$ cat src/abad_pkg.sv
// Package for the adaptive binary arithmetic decoder.
// Holds the channel word types, the controller/datapath command and status
// structs and the fixed coder constants. No dependencies.
package abad_pkg;

  // Width of the code range and low registers.
  localparam int unsigned RangeWidth = 16;
  // One stream byte and the radix that renormalisation scales by.
  localparam int unsigned ByteBits = 8;
  localparam int unsigned ByteRadix = 256;
  // Width of the context index field on the input word.
  localparam int unsigned CtxFieldWidth = 6;
  localparam int unsigned CtxFieldCount = 64;
  // The quotient is below the range, so one step per range bit suffices.
  localparam int unsigned DivSteps = RangeWidth;
  localparam int unsigned StepWidth = $clog2(DivSteps);

  // Input word: one decode request.
  typedef struct packed {
    logic [CtxFieldWidth-1:0] context_index;
    logic [ByteBits-1:0]      next_byte;
    logic                     byte_present;
  } in_word_t;

  // Output word: one decoded bit.
  typedef struct packed {
    logic decoded_bit;
    logic byte_consumed;
  } out_word_t;

  // Commands from the controller to the datapath.
  typedef struct packed {
    logic clr_wr;     // write zero counts at the clear address
    logic start;      // latch the request, renormalise, read the counts
    logic mul;        // form the dividend and seed the divider
    logic div_step;   // one restoring division step
    logic update;     // pick the bit, update range, low and counts
    logic load_out;   // move the result into the output register
  } ctl_cmd_t;

  // Status from the datapath to the controller.
  typedef struct packed {
    logic clr_last;   // the clear pass is at its final entry
  } dp_status_t;

endpackage

$ cat src/abad_ram.sv
// Generic simple dual-port RAM with a registered read port.
// No dependencies.
module abad_ram #(
  parameter int unsigned Width = 12,
  parameter int unsigned Depth = 64
) (
  input  logic                     clk_i,
  input  logic                     wr_en_i,
  input  logic [$clog2(Depth)-1:0] wr_addr_i,
  input  logic [Width-1:0]         wr_data_i,
  input  logic                     rd_en_i,
  input  logic [$clog2(Depth)-1:0] rd_addr_i,
  output logic [Width-1:0]         rd_data_o
);

  logic [Width-1:0] mem_q [Depth];
  logic [Width-1:0] rd_data_q;

  // Write port and registered read port.
  always_ff @(posedge clk_i) begin
    if (wr_en_i) begin
      mem_q[wr_addr_i] <= wr_data_i;
    end
    if (rd_en_i) begin
      rd_data_q <= mem_q[rd_addr_i];
    end
  end

  assign rd_data_o = rd_data_q;

endmodule

$ cat src/abad_datapath.sv
// Datapath of the adaptive binary arithmetic decoder: code registers,
// count memory, multiplier, serial divider and output register.
// Depends on abad_pkg and abad_ram.
module abad_datapath #(
  parameter int unsigned CONTEXT_COUNT = 64,
  parameter int unsigned COUNT_LIMIT = 63
) (
  input  logic                clk_i,
  input  logic                rst_ni,
  input  abad_pkg::ctl_cmd_t  cmd_i,
  output abad_pkg::dp_status_t status_o,
  input  abad_pkg::in_word_t  in_word_i,
  output abad_pkg::out_word_t out_word_o
);

  localparam int unsigned AddrWidth = $clog2(CONTEXT_COUNT);
  // A single count never exceeds COUNT_LIMIT - 1 once stored.
  localparam int unsigned CntWidth = $clog2(COUNT_LIMIT);
  // The total count + 2 reaches at most COUNT_LIMIT + 1.
  localparam int unsigned TotWidth = $clog2(COUNT_LIMIT + 2);
  localparam int unsigned ProdWidth = abad_pkg::RangeWidth + TotWidth;
  localparam int unsigned RW = abad_pkg::RangeWidth;
  localparam int unsigned BW = abad_pkg::ByteBits;

  // Context wrap table: index modulo the context count.
  logic [AddrWidth-1:0] wrap_tbl [abad_pkg::CtxFieldCount];

  for (genvar i = 0; i < abad_pkg::CtxFieldCount; i++) begin : g_wrap
    localparam int unsigned Wrapped = i % CONTEXT_COUNT;
    assign wrap_tbl[i] = AddrWidth'(Wrapped);
  end

  logic [AddrWidth-1:0] clr_addr_q, clr_addr_d;
  logic [AddrWidth-1:0] ctx_q, ctx_d;
  logic [RW-1:0]        range_q, range_d;
  logic [RW-1:0]        low_q, low_d;
  logic                 consumed_q, consumed_d;
  logic [CntWidth-1:0]  n0_q, n0_d, n1_q, n1_d;
  logic [TotWidth-1:0]  total_q, total_d;
  logic [TotWidth-1:0]  rem_q, rem_d;
  logic [RW-1:0]        quo_q, quo_d;
  logic                 bit_q, bit_d;
  abad_pkg::out_word_t  out_q, out_d;

  logic [2*CntWidth-1:0] rd_data;
  logic [2*CntWidth-1:0] wr_data;
  logic [AddrWidth-1:0]  wr_addr;
  logic                  wr_en;

  logic [CntWidth-1:0]  rd_n0, rd_n1;
  logic [TotWidth-1:0]  lowpart;
  logic [TotWidth-1:0]  total;
  logic [ProdWidth-1:0] product;
  logic [TotWidth:0]    trial;
  logic                 trial_ge;
  logic                 dec_bit;
  logic [CntWidth:0]    n0_inc, n1_inc;
  logic                 halve;

  assign rd_n0 = rd_data[CntWidth-1:0];
  assign rd_n1 = rd_data[2*CntWidth-1:CntWidth];

  // Split operands and dividend straight from the memory output.
  assign lowpart = TotWidth'(rd_n0) + TotWidth'(1);
  assign total   = TotWidth'(rd_n0) + TotWidth'(rd_n1) + TotWidth'(2);
  assign product = ProdWidth'(range_q) * ProdWidth'(lowpart);

  // One restoring division step: bring in the next dividend bit.
  assign trial    = {rem_q, quo_q[RW-1]};
  assign trial_ge = (trial >= {1'b0, total_q});

  // Bit decision and count adaptation on the finished quotient.
  assign dec_bit = (low_q >= quo_q);
  assign n0_inc  = (CntWidth + 1)'(n0_q) + (CntWidth + 1)'(!dec_bit);
  assign n1_inc  = (CntWidth + 1)'(n1_q) + (CntWidth + 1)'(dec_bit);
  assign halve   = (total_q > TotWidth'(COUNT_LIMIT));

  // Memory write: zeros during the clear pass, new counts on update.
  assign wr_en   = cmd_i.clr_wr | cmd_i.update;
  assign wr_addr = cmd_i.clr_wr ? clr_addr_q : ctx_q;
  always_comb begin
    wr_data = '0;
    if (!cmd_i.clr_wr) begin
      wr_data[CntWidth-1:0] =
        halve ? n0_inc[CntWidth:1] : n0_inc[CntWidth-1:0];
      wr_data[2*CntWidth-1:CntWidth] =
        halve ? n1_inc[CntWidth:1] : n1_inc[CntWidth-1:0];
    end
  end

  abad_ram #(
    .Width (2 * CntWidth),
    .Depth (CONTEXT_COUNT)
  ) u_count_ram (
    .clk_i     (clk_i),
    .wr_en_i   (wr_en),
    .wr_addr_i (wr_addr),
    .wr_data_i (wr_data),
    .rd_en_i   (cmd_i.start),
    .rd_addr_i (wrap_tbl[in_word_i.context_index]),
    .rd_data_o (rd_data)
  );

  // Next-state logic for the datapath registers.
  always_comb begin
    clr_addr_d = clr_addr_q;
    ctx_d      = ctx_q;
    range_d    = range_q;
    low_d      = low_q;
    consumed_d = consumed_q;
    n0_d       = n0_q;
    n1_d       = n1_q;
    total_d    = total_q;
    rem_d      = rem_q;
    quo_d      = quo_q;
    bit_d      = bit_q;
    out_d      = out_q;

    if (cmd_i.clr_wr) begin
      clr_addr_d = clr_addr_q + AddrWidth'(1);
    end

    // Accept a request and renormalise when the range has run low.
    if (cmd_i.start) begin
      ctx_d      = wrap_tbl[in_word_i.context_index];
      consumed_d = 1'b0;
      if (range_q < RW'(abad_pkg::ByteRadix)) begin
        range_d = {range_q[RW-BW-1:0], {BW{1'b0}}};
        low_d   = {low_q[RW-BW-1:0], {BW{1'b0}}};
        if (in_word_i.byte_present) begin
          low_d[BW-1:0] = in_word_i.next_byte;
          consumed_d    = 1'b1;
        end
      end
    end

    // Dividend = range * (count0 + 1); its top part seeds the remainder.
    if (cmd_i.mul) begin
      n0_d    = rd_n0;
      n1_d    = rd_n1;
      total_d = total;
      rem_d   = product[ProdWidth-1:RW];
      quo_d   = product[RW-1:0];
    end

    if (cmd_i.div_step) begin
      rem_d = trial_ge ? TotWidth'(trial - {1'b0, total_q}) : trial[TotWidth-1:0];
      quo_d = {quo_q[RW-2:0], trial_ge};
    end

    // The quotient is the split point; narrow the interval to one side.
    if (cmd_i.update) begin
      bit_d = dec_bit;
      if (dec_bit) begin
        low_d   = low_q - quo_q;
        range_d = range_q - quo_q;
      end else begin
        range_d = quo_q;
      end
    end

    if (cmd_i.load_out) begin
      out_d.decoded_bit   = bit_q;
      out_d.byte_consumed = consumed_q;
    end
  end

  // Coding state and the clear address need a defined start.
  always_ff @(posedge clk_i or negedge rst_ni) begin
    if (!rst_ni) begin
      clr_addr_q <= '0;
      range_q    <= RW'(1);
      low_q      <= '0;
    end else begin
      clr_addr_q <= clr_addr_d;
      range_q    <= range_d;
      low_q      <= low_d;
    end
  end

  // Payload registers.
  always_ff @(posedge clk_i) begin
    ctx_q      <= ctx_d;
    consumed_q <= consumed_d;
    n0_q       <= n0_d;
    n1_q       <= n1_d;
    total_q    <= total_d;
    rem_q      <= rem_d;
    quo_q      <= quo_d;
    bit_q      <= bit_d;
    out_q      <= out_d;
  end

  assign status_o.clr_last = (clr_addr_q == AddrWidth'(CONTEXT_COUNT - 1));
  assign out_word_o        = out_q;

endmodule

$ cat src/abad_ctrl.sv
// Controller of the adaptive binary arithmetic decoder: sequences the
// clear pass, the multiply, the division steps and the output handshake.
// Depends on abad_pkg.
module abad_ctrl (
  input  logic                 clk_i,
  input  logic                 rst_ni,
  input  logic                 in_valid_i,
  output logic                 in_ready_o,
  output logic                 out_valid_o,
  input  logic                 out_ready_i,
  input  abad_pkg::dp_status_t status_i,
  output abad_pkg::ctl_cmd_t   cmd_o
);

  typedef enum logic [2:0] {
    StClear,
    StIdle,
    StMul,
    StDiv,
    StUpdate,
    StDone
  } state_e;

  state_e                             state_q, state_d;
  logic [abad_pkg::StepWidth-1:0]     step_q, step_d;
  logic                               out_valid_q, out_valid_d;

  // Next state, step count and commands.
  always_comb begin
    state_d     = state_q;
    step_d      = step_q;
    out_valid_d = out_valid_q;
    cmd_o       = '0;

    if (out_valid_q && out_ready_i) begin
      out_valid_d = 1'b0;
    end

    unique case (state_q)
      StClear: begin
        cmd_o.clr_wr = 1'b1;
        if (status_i.clr_last) begin
          state_d = StIdle;
        end
      end
      StIdle: begin
        if (in_valid_i) begin
          cmd_o.start = 1'b1;
          state_d     = StMul;
        end
      end
      StMul: begin
        cmd_o.mul = 1'b1;
        step_d    = '0;
        state_d   = StDiv;
      end
      StDiv: begin
        cmd_o.div_step = 1'b1;
        step_d         = step_q + abad_pkg::StepWidth'(1);
        if (step_q == abad_pkg::StepWidth'(abad_pkg::DivSteps - 1)) begin
          state_d = StUpdate;
        end
      end
      StUpdate: begin
        cmd_o.update = 1'b1;
        state_d      = StDone;
      end
      StDone: begin
        // Hand the result over once the output register is free.
        if (!out_valid_q || out_ready_i) begin
          cmd_o.load_out = 1'b1;
          out_valid_d    = 1'b1;
          state_d        = StIdle;
        end
      end
      default: begin
        state_d = StIdle;
      end
    endcase
  end

  // State and registered outputs.
  always_ff @(posedge clk_i or negedge rst_ni) begin
    if (!rst_ni) begin
      state_q     <= StClear;
      step_q      <= '0;
      out_valid_q <= 1'b0;
    end else begin
      state_q     <= state_d;
      step_q      <= step_d;
      out_valid_q <= out_valid_d;
    end
  end

  assign in_ready_o  = (state_q == StIdle);
  assign out_valid_o = out_valid_q;

endmodule

$ cat src/adaptive_binary_arith_decoder_top.sv
// Top level of the adaptive binary arithmetic decoder.
// Depends on abad_pkg, abad_ctrl and abad_datapath.
//
//   Channel | Direction | Handshake             | Word
//   --------+-----------+-----------------------+---------------------------
//   input   | in        | in_valid_i/in_ready_o | in_word_i  (in_word_t)
//   output  | out       | out_valid_o/out_ready_i | out_word_o (out_word_t)
//
// A request passes in order through renormalisation and the count read, the
// multiply, 16 steps of the serial divider that forms the split point, the
// update and the output transfer.
// After reset a clearing pass writes zero counts to all CONTEXT_COUNT contexts,
// one context per cycle; no request is accepted until it ends.
// A result waits in the output register while the next request is taken in;
// a new result is held back only while the previous one is still unread.
module adaptive_binary_arith_decoder_top #(
  parameter int unsigned CONTEXT_COUNT = 64,
  parameter int unsigned COUNT_LIMIT = 63
) (
  input  logic                clk_i,
  input  logic                rst_ni,
  input  logic                in_valid_i,
  output logic                in_ready_o,
  input  abad_pkg::in_word_t  in_word_i,
  output logic                out_valid_o,
  input  logic                out_ready_i,
  output abad_pkg::out_word_t out_word_o
);

  abad_pkg::ctl_cmd_t   cmd;
  abad_pkg::dp_status_t status;

  abad_ctrl u_ctrl (
    .clk_i       (clk_i),
    .rst_ni      (rst_ni),
    .in_valid_i  (in_valid_i),
    .in_ready_o  (in_ready_o),
    .out_valid_o (out_valid_o),
    .out_ready_i (out_ready_i),
    .status_i    (status),
    .cmd_o       (cmd)
  );

  abad_datapath #(
    .CONTEXT_COUNT (CONTEXT_COUNT),
    .COUNT_LIMIT   (COUNT_LIMIT)
  ) u_datapath (
    .clk_i      (clk_i),
    .rst_ni     (rst_ni),
    .cmd_i      (cmd),
    .status_o   (status),
    .in_word_i  (in_word_i),
    .out_word_o (out_word_o)
  );

endmodule
$ cat config.mk
export PLATFORM = sky130hd
export DESIGN_NAME = adaptive_binary_arith_decoder_top
export DESIGN_NICKNAME = d
export VERILOG_FILES = /design/src/abad_pkg.sv /design/src/abad_ram.sv /design/src/abad_datapath.sv /design/src/abad_ctrl.sv /design/src/adaptive_binary_arith_decoder_top.sv
export SDC_FILE = /design/constraint.sdc
export NUM_CORES = 1
export LEC_CHECK = 0
export BUFFER_PORTS_ARGS = -buffer_cell sky130_fd_sc_hd__buf_2
export CORE_ASPECT_RATIO = 1.75
export CORE_MARGIN = 4
export CORE_UTILIZATION = 33
export DETAILED_ROUTE_END_ITERATION = 12
export GPL_ROUTABILITY_DRIVEN = 0
export GPL_TIMING_DRIVEN = 0
export SLEW_MARGIN = 10
export SYNTH_ARGS = -nofsm -noshare
export SYNTH_HDL_FRONTEND = slang
export SYNTH_SLANG_ARGS = --single-unit
$ cat constraint.sdc
create_clock -name clk_i -period 7 [get_ports clk_i]
set_input_delay 0.35 -clock clk_i [delete_from_list [all_inputs] [get_ports clk_i]]
set_output_delay 0.35 -clock clk_i [all_outputs]
set_load 0.005 [all_outputs]
==> results by group <==
Status
  • Result of the run: finished clean

Setup path
  • Critical path start-end classification: reg2reg
  • Critical Path Sink Type: register
  • Buffering stage count on the worst path with inverters included: 1
  • Critical Path Most Common Cell: fa_1
  • Critical Path Source Type: register
  • Endpoint required time on the critical path: 7.40 ns
  • CP Max Fanout: 10
  • Library cell contributing the largest single delay on the critical path: a41oi_1
  • CP arrival: just over 7 ns
  • Worst path cell trace: nand3_1 > nor2_1 > xor2_2 > clkbuf_1 > and2_1 > fa_1 > fa_1 > fa_1 > fa_1 > ha_1 > a2111oi_0 > o21ai_0 > a41oi_1 > o21bai_1 > xnor2_1 > o21ai_0
  • Largest stage delay on the critical path: approximately 0.59 ns
  • Delay-heaviest family, CP: adder cells

Power
  • Fraction of power consumed by combinational cells: ~44%
  • Power density cells: 448 nW/um^2
  • Clock power frac: roughly 22%
  • Net switching power figure: just under 8 mW
  • Switching share of power: a little under two fifths
  • Sequential share of power: 34.6%
  • Internal power consumption: approximately 13 mW
  • Total power of the final layout: around 20 mW
  • Worst ir drop on vdd: roughly 390 uV
  • Static leakage: between 15 and 20 nW

Synth
  • Top FF cell, synth: edfxtp_1
  • Number of unique standard cell types used by synthesis: 60
  • Synthesized-area fraction occupied by adder cells: 6.70%
  • Synthesized instance count: approximately 2300
  • Post-synthesis sequential area ratio: 65.5%
  • Synthesis Warnings: 0
  • Async set-or-reset flop fraction in the synthesized netlist: 5.24%
  • Compound-cell area share of the yosys netlist: between 3 and 4%
  • Number of synthesized flops with an enable pin: 832
  • Xor and xnor fraction of the mapped netlist area: 1.32%
  • Area of the mapped netlist: 39900 sq um
  • Basic-gate share of the synthesized area counting and, or, nand and nor cells: under 10%
  • Average size of a mapped cell: around 17 sq um
  • Share of synthesized area spent on multiplexers: around 15%
  • Total nets after synthesis: roughly 2500
  • Flip-flop and latch count after synthesis: between 800 and 900
  • Main combinational cell family by area after synthesis: multiplexers

Clock tree
  • Insertion delay of the later-clocked pin in the worst-skew pair: slightly below 0.7 ns
  • TritonCTS buffer count: 79
  • Clock transition at path regs: 0.07 ns
  • H-Tree Depth: 3
  • Root Buffer Master: clkbuf_16
  • Max Root-Sink Buffers: 3
  • Clock tree from TritonCTS: done
  • Clock sink count: slightly below 900

GRT
  • Antenna violations before repair: 4
  • Via count of the first global-routing pass: between 20000 and 25000
  • Grt total ovfl: 0
  • GR Util met3: about 2.2%
  • Global-route met1 utilization: between 10% and 20%
  • Global routing usage summed across all routing layers: 16.3%
  • Largest net degree at the start of global routing: between 40 and 50
  • First-pass GRT wire length: around 150 mm
  • Highest-utilization routing layer at the global route stage: met2
  • GRT met2 Usage: 32.2%

Floorplanning
  • Floorplan die height: between 400 and 500 um
  • Area enclosed by the die boundary: around 130000 sq um
  • Core Footprint: between 100000 and 150000 sq um
  • Initial Utilization: between 30% and 40%
  • Die width: between 200 and 300 um
  • IO Count: 23
  • Placement Rows: roughly 170

Timing
  • Post-layout minimum cycle time: between 6 and 7 ns
  • Hold violation total from the final report: 0
  • Number of max-slew violations in the final report: 0
  • Maximum operating frequency: approximately 150 MHz
  • Unrepaired setup endpoints after global routing: false
  • Transition at the pin with the smallest max-transition slack: roughly 1.3 ns
  • Final worst path period share: 97.1%
  • Final setup vio count: 0
  • Worst relative slew slack: approximately 14%
  • Worst setup skew after layout: approximately 0.041 ns

Placement
  • PortBufs: 22
  • Final HPWL DP: 77.4 mm
  • Cell count after placement: between 3000 and 4000

Drt
  • Number of routed nets with antenna violations: 0
  • Average wire length per cell after detail routing: 25.1 um
  • Detail-routed via count per cell: roughly 5.2
  • Total number of vias: 21600
  • Routed wire length: around 100 mm
  • Post-route DRC violation count: 0
  • Iteration count of the initial detailed-routing pass: 5
  • Initial detailed-routing violation count: approximately 1700

Job
  • Number of violations of the max-capacitance limit: 0

Min path
  • Class of the worst hold path: in2reg

Cells and area
  • Final Net Count: approximately 2600
  • Layout cell share with drive strength beyond 1: 20.3%
  • Area Overhead vs Synth: 13.7%
  • Non-filler cells in the finished layout: between 4000 and 5000
==> worst register-to-register path: stages (launching register included) <==
cell,delay [ns]
edfxtp_1,0.57
nand3_1,0.19
nor2_1,0.23
xor2_2,0.48
clkbuf_1,0.49
and2_1,0.23
fa_1,0.45
fa_1,0.50
fa_1,0.54
fa_1,0.43
ha_1,0.36
a2111oi_0,0.51
o21ai_0,0.34
a41oi_1,0.59
o21bai_1,0.20
xnor2_1,0.32
o21ai_0,0.12
==> kinds of logic after synthesis <==
logic type,after synthesis
muxes,280
adders and majority gates,170
AOI/OAI and AO/OA,253
and+or+nand+nor,460
xor gates and xnor gates,60
buffers and inverters,205
DFF,878
==> power by group through the flow <==
stage / logic, mW / registers (mW) / clock network (mW)
2_1_floorplan: 5.79 / 7.13 / 0
3_3_place_gp: 8.22 / 7.33 / 0
3_5_place_dp: 8.73 / 7.15 / 0
4_1_cts: 8.82 / 7.04 / 4.52
5_1_grt: 9.67 / 7.05 / 4.73
6_report: 8.83 / 7.04 / 4.45
==> final cells by class <==
cell class | instances | area, sq um
clock inverter | 53 | 549
clock buffer | 93 | 2070
tap | 1615 | 2020
multi-input combinational | 1223 | 13200
antenna | 1 | 2.50
buffer | 95 | 392
fill | 10900 | 74600
timing repair buffer | 71 | 651
inverter | 110 | 413
sequential | 878 | 26100
==> cells in the final DEF (no fill, tap or decap), drive strengths merged, types with 5 or more instances in the layout <==
master and count:
a21o 24, or3 10, inv 112, a211oi 23, a31oi 12, nand2b 17
edfxtp 832, nor3 22, mux4 252, nand4 10, clkbuf 149, nand3 37
bufinv 8, buf 103, nand2 92, clkinvlp 5, o21a 7, clkinv 38
o21ai 64, mux2i 21, nor2b 21, ha 97, and2 72, xor2 20
xnor2 40, nor2 143, fa 73, mux2 7, dfrtp 45, dlygate4sd3 7
a21oi 75, o21bai 8, and3 20
==> final timing paths <==
path                                                startpoint                        to  slack, ns  depth (start not counted)
setup / recovery           u_datapath.u_count_ram.rd_data_o[2]      u_datapath.quo_q[15]       0.20                         16
hold / removal                                      in_valid_i         u_ctrl.state_q[1]       0.08                          3
setup reg to reg           u_datapath.u_count_ram.rd_data_o[2]      u_datapath.quo_q[15]       0.20                         16
hold reg to reg                               u_datapath.bit_q  u_datapath.out_word_o[1]       0.42                          0
max in group asynchronous                               rst_ni      u_datapath.low_q[10]       6.21                          2
min in group asynchronous                               rst_ni        u_ctrl.out_valid_o       0.30                          2
==> sequential cells by signal, summed over array words and instances, names as in the netlist <==
register / flops
u_datapath.n1_q: 6
u_datapath.clr_addr_q: 6
u_ctrl.step_q: 4
u_ctrl.state_q: 3
u_datapath.out_word_o: 2
u_datapath.n0_q: 6
u_datapath.ctx_q: 6
u_datapath.low_q: 16
u_datapath.quo_q: 16
u_datapath.rem_q: 7
u_datapath.u_count_ram.mem_q: 768
u_datapath.u_count_ram.rd_data_o: 12
u_datapath.bit_q: 1
u_ctrl.out_valid_o: 1
u_datapath.consumed_q: 1
u_datapath.total_q: 7
u_datapath.range_q: 16
==> timing repair <==
action / CTS / global route
buffers inserted: 0 / 2
hold buffers: 7 / 0
hold endpoints to repair: 51 / 0
setup endpoints to repair: 1 / 5
gates resized for setup: 3 / 1
==> cells in the mapped netlist, drive strengths merged, types with 4 or more instances <==
master   number  area, sq um
a31oi        12         75.1
inv         108          405
a211oi       23          173
xor2         20          175
xnor2        40          350
buf          39          181
nor3         22          115
a21boi        4         30.0
o31ai         4         30.0
and2         72          450
edfxtp      832        25000
mux2          7         78.8
nand3        37          185
fa           73         1460
o22ai         4         25.0
nand4        10         62.6
o211ai        4         30.0
ha           97         1210
nand2b       17          106
nor2b        21          131
mux4        252         5680
a2111oi       4         35.0
and3         20          125
a21o         24          180
o21a          7         52.6
dfrtp        45         1130
nand3b        4         30.0
mux2i        21          210
clkbuf       56          210
nand2        92          345
o21ai        64          320
o21bai        8         60.1
or3          10         62.6
nor2        143          537
a21oi        75          375
==> per-layer routing <==
layer,wire [um],part of all wire [%],up-vias
li1,-,-,9341
met1,34400,33,11300
met2,59300,57,605
met3,3770,3.6,277
met4,6630,6.4,2
met5,13,0.012,-
==> per-stage QoR <==
step           area, sq um  setup TNS (ns)  worst slack [ns]  hold slack (ns)  utilization, %
4_1_cts              45300               0           0.00423           0.0382            37.8
3_5_place_dp         42600         -0.0729           -0.0729            0.405            35.5
5_1_grt              45400               0            0.0542           0.0844            37.8
6_report             45400               0             0.203           0.0793            37.8
2_1_floorplan        39900               0             0.586           0.0544               -
3_3_place_gp         42000        -2029.95             -4.28            0.415            35.0
Note: power is estimated with default switching activity, not from simulation.
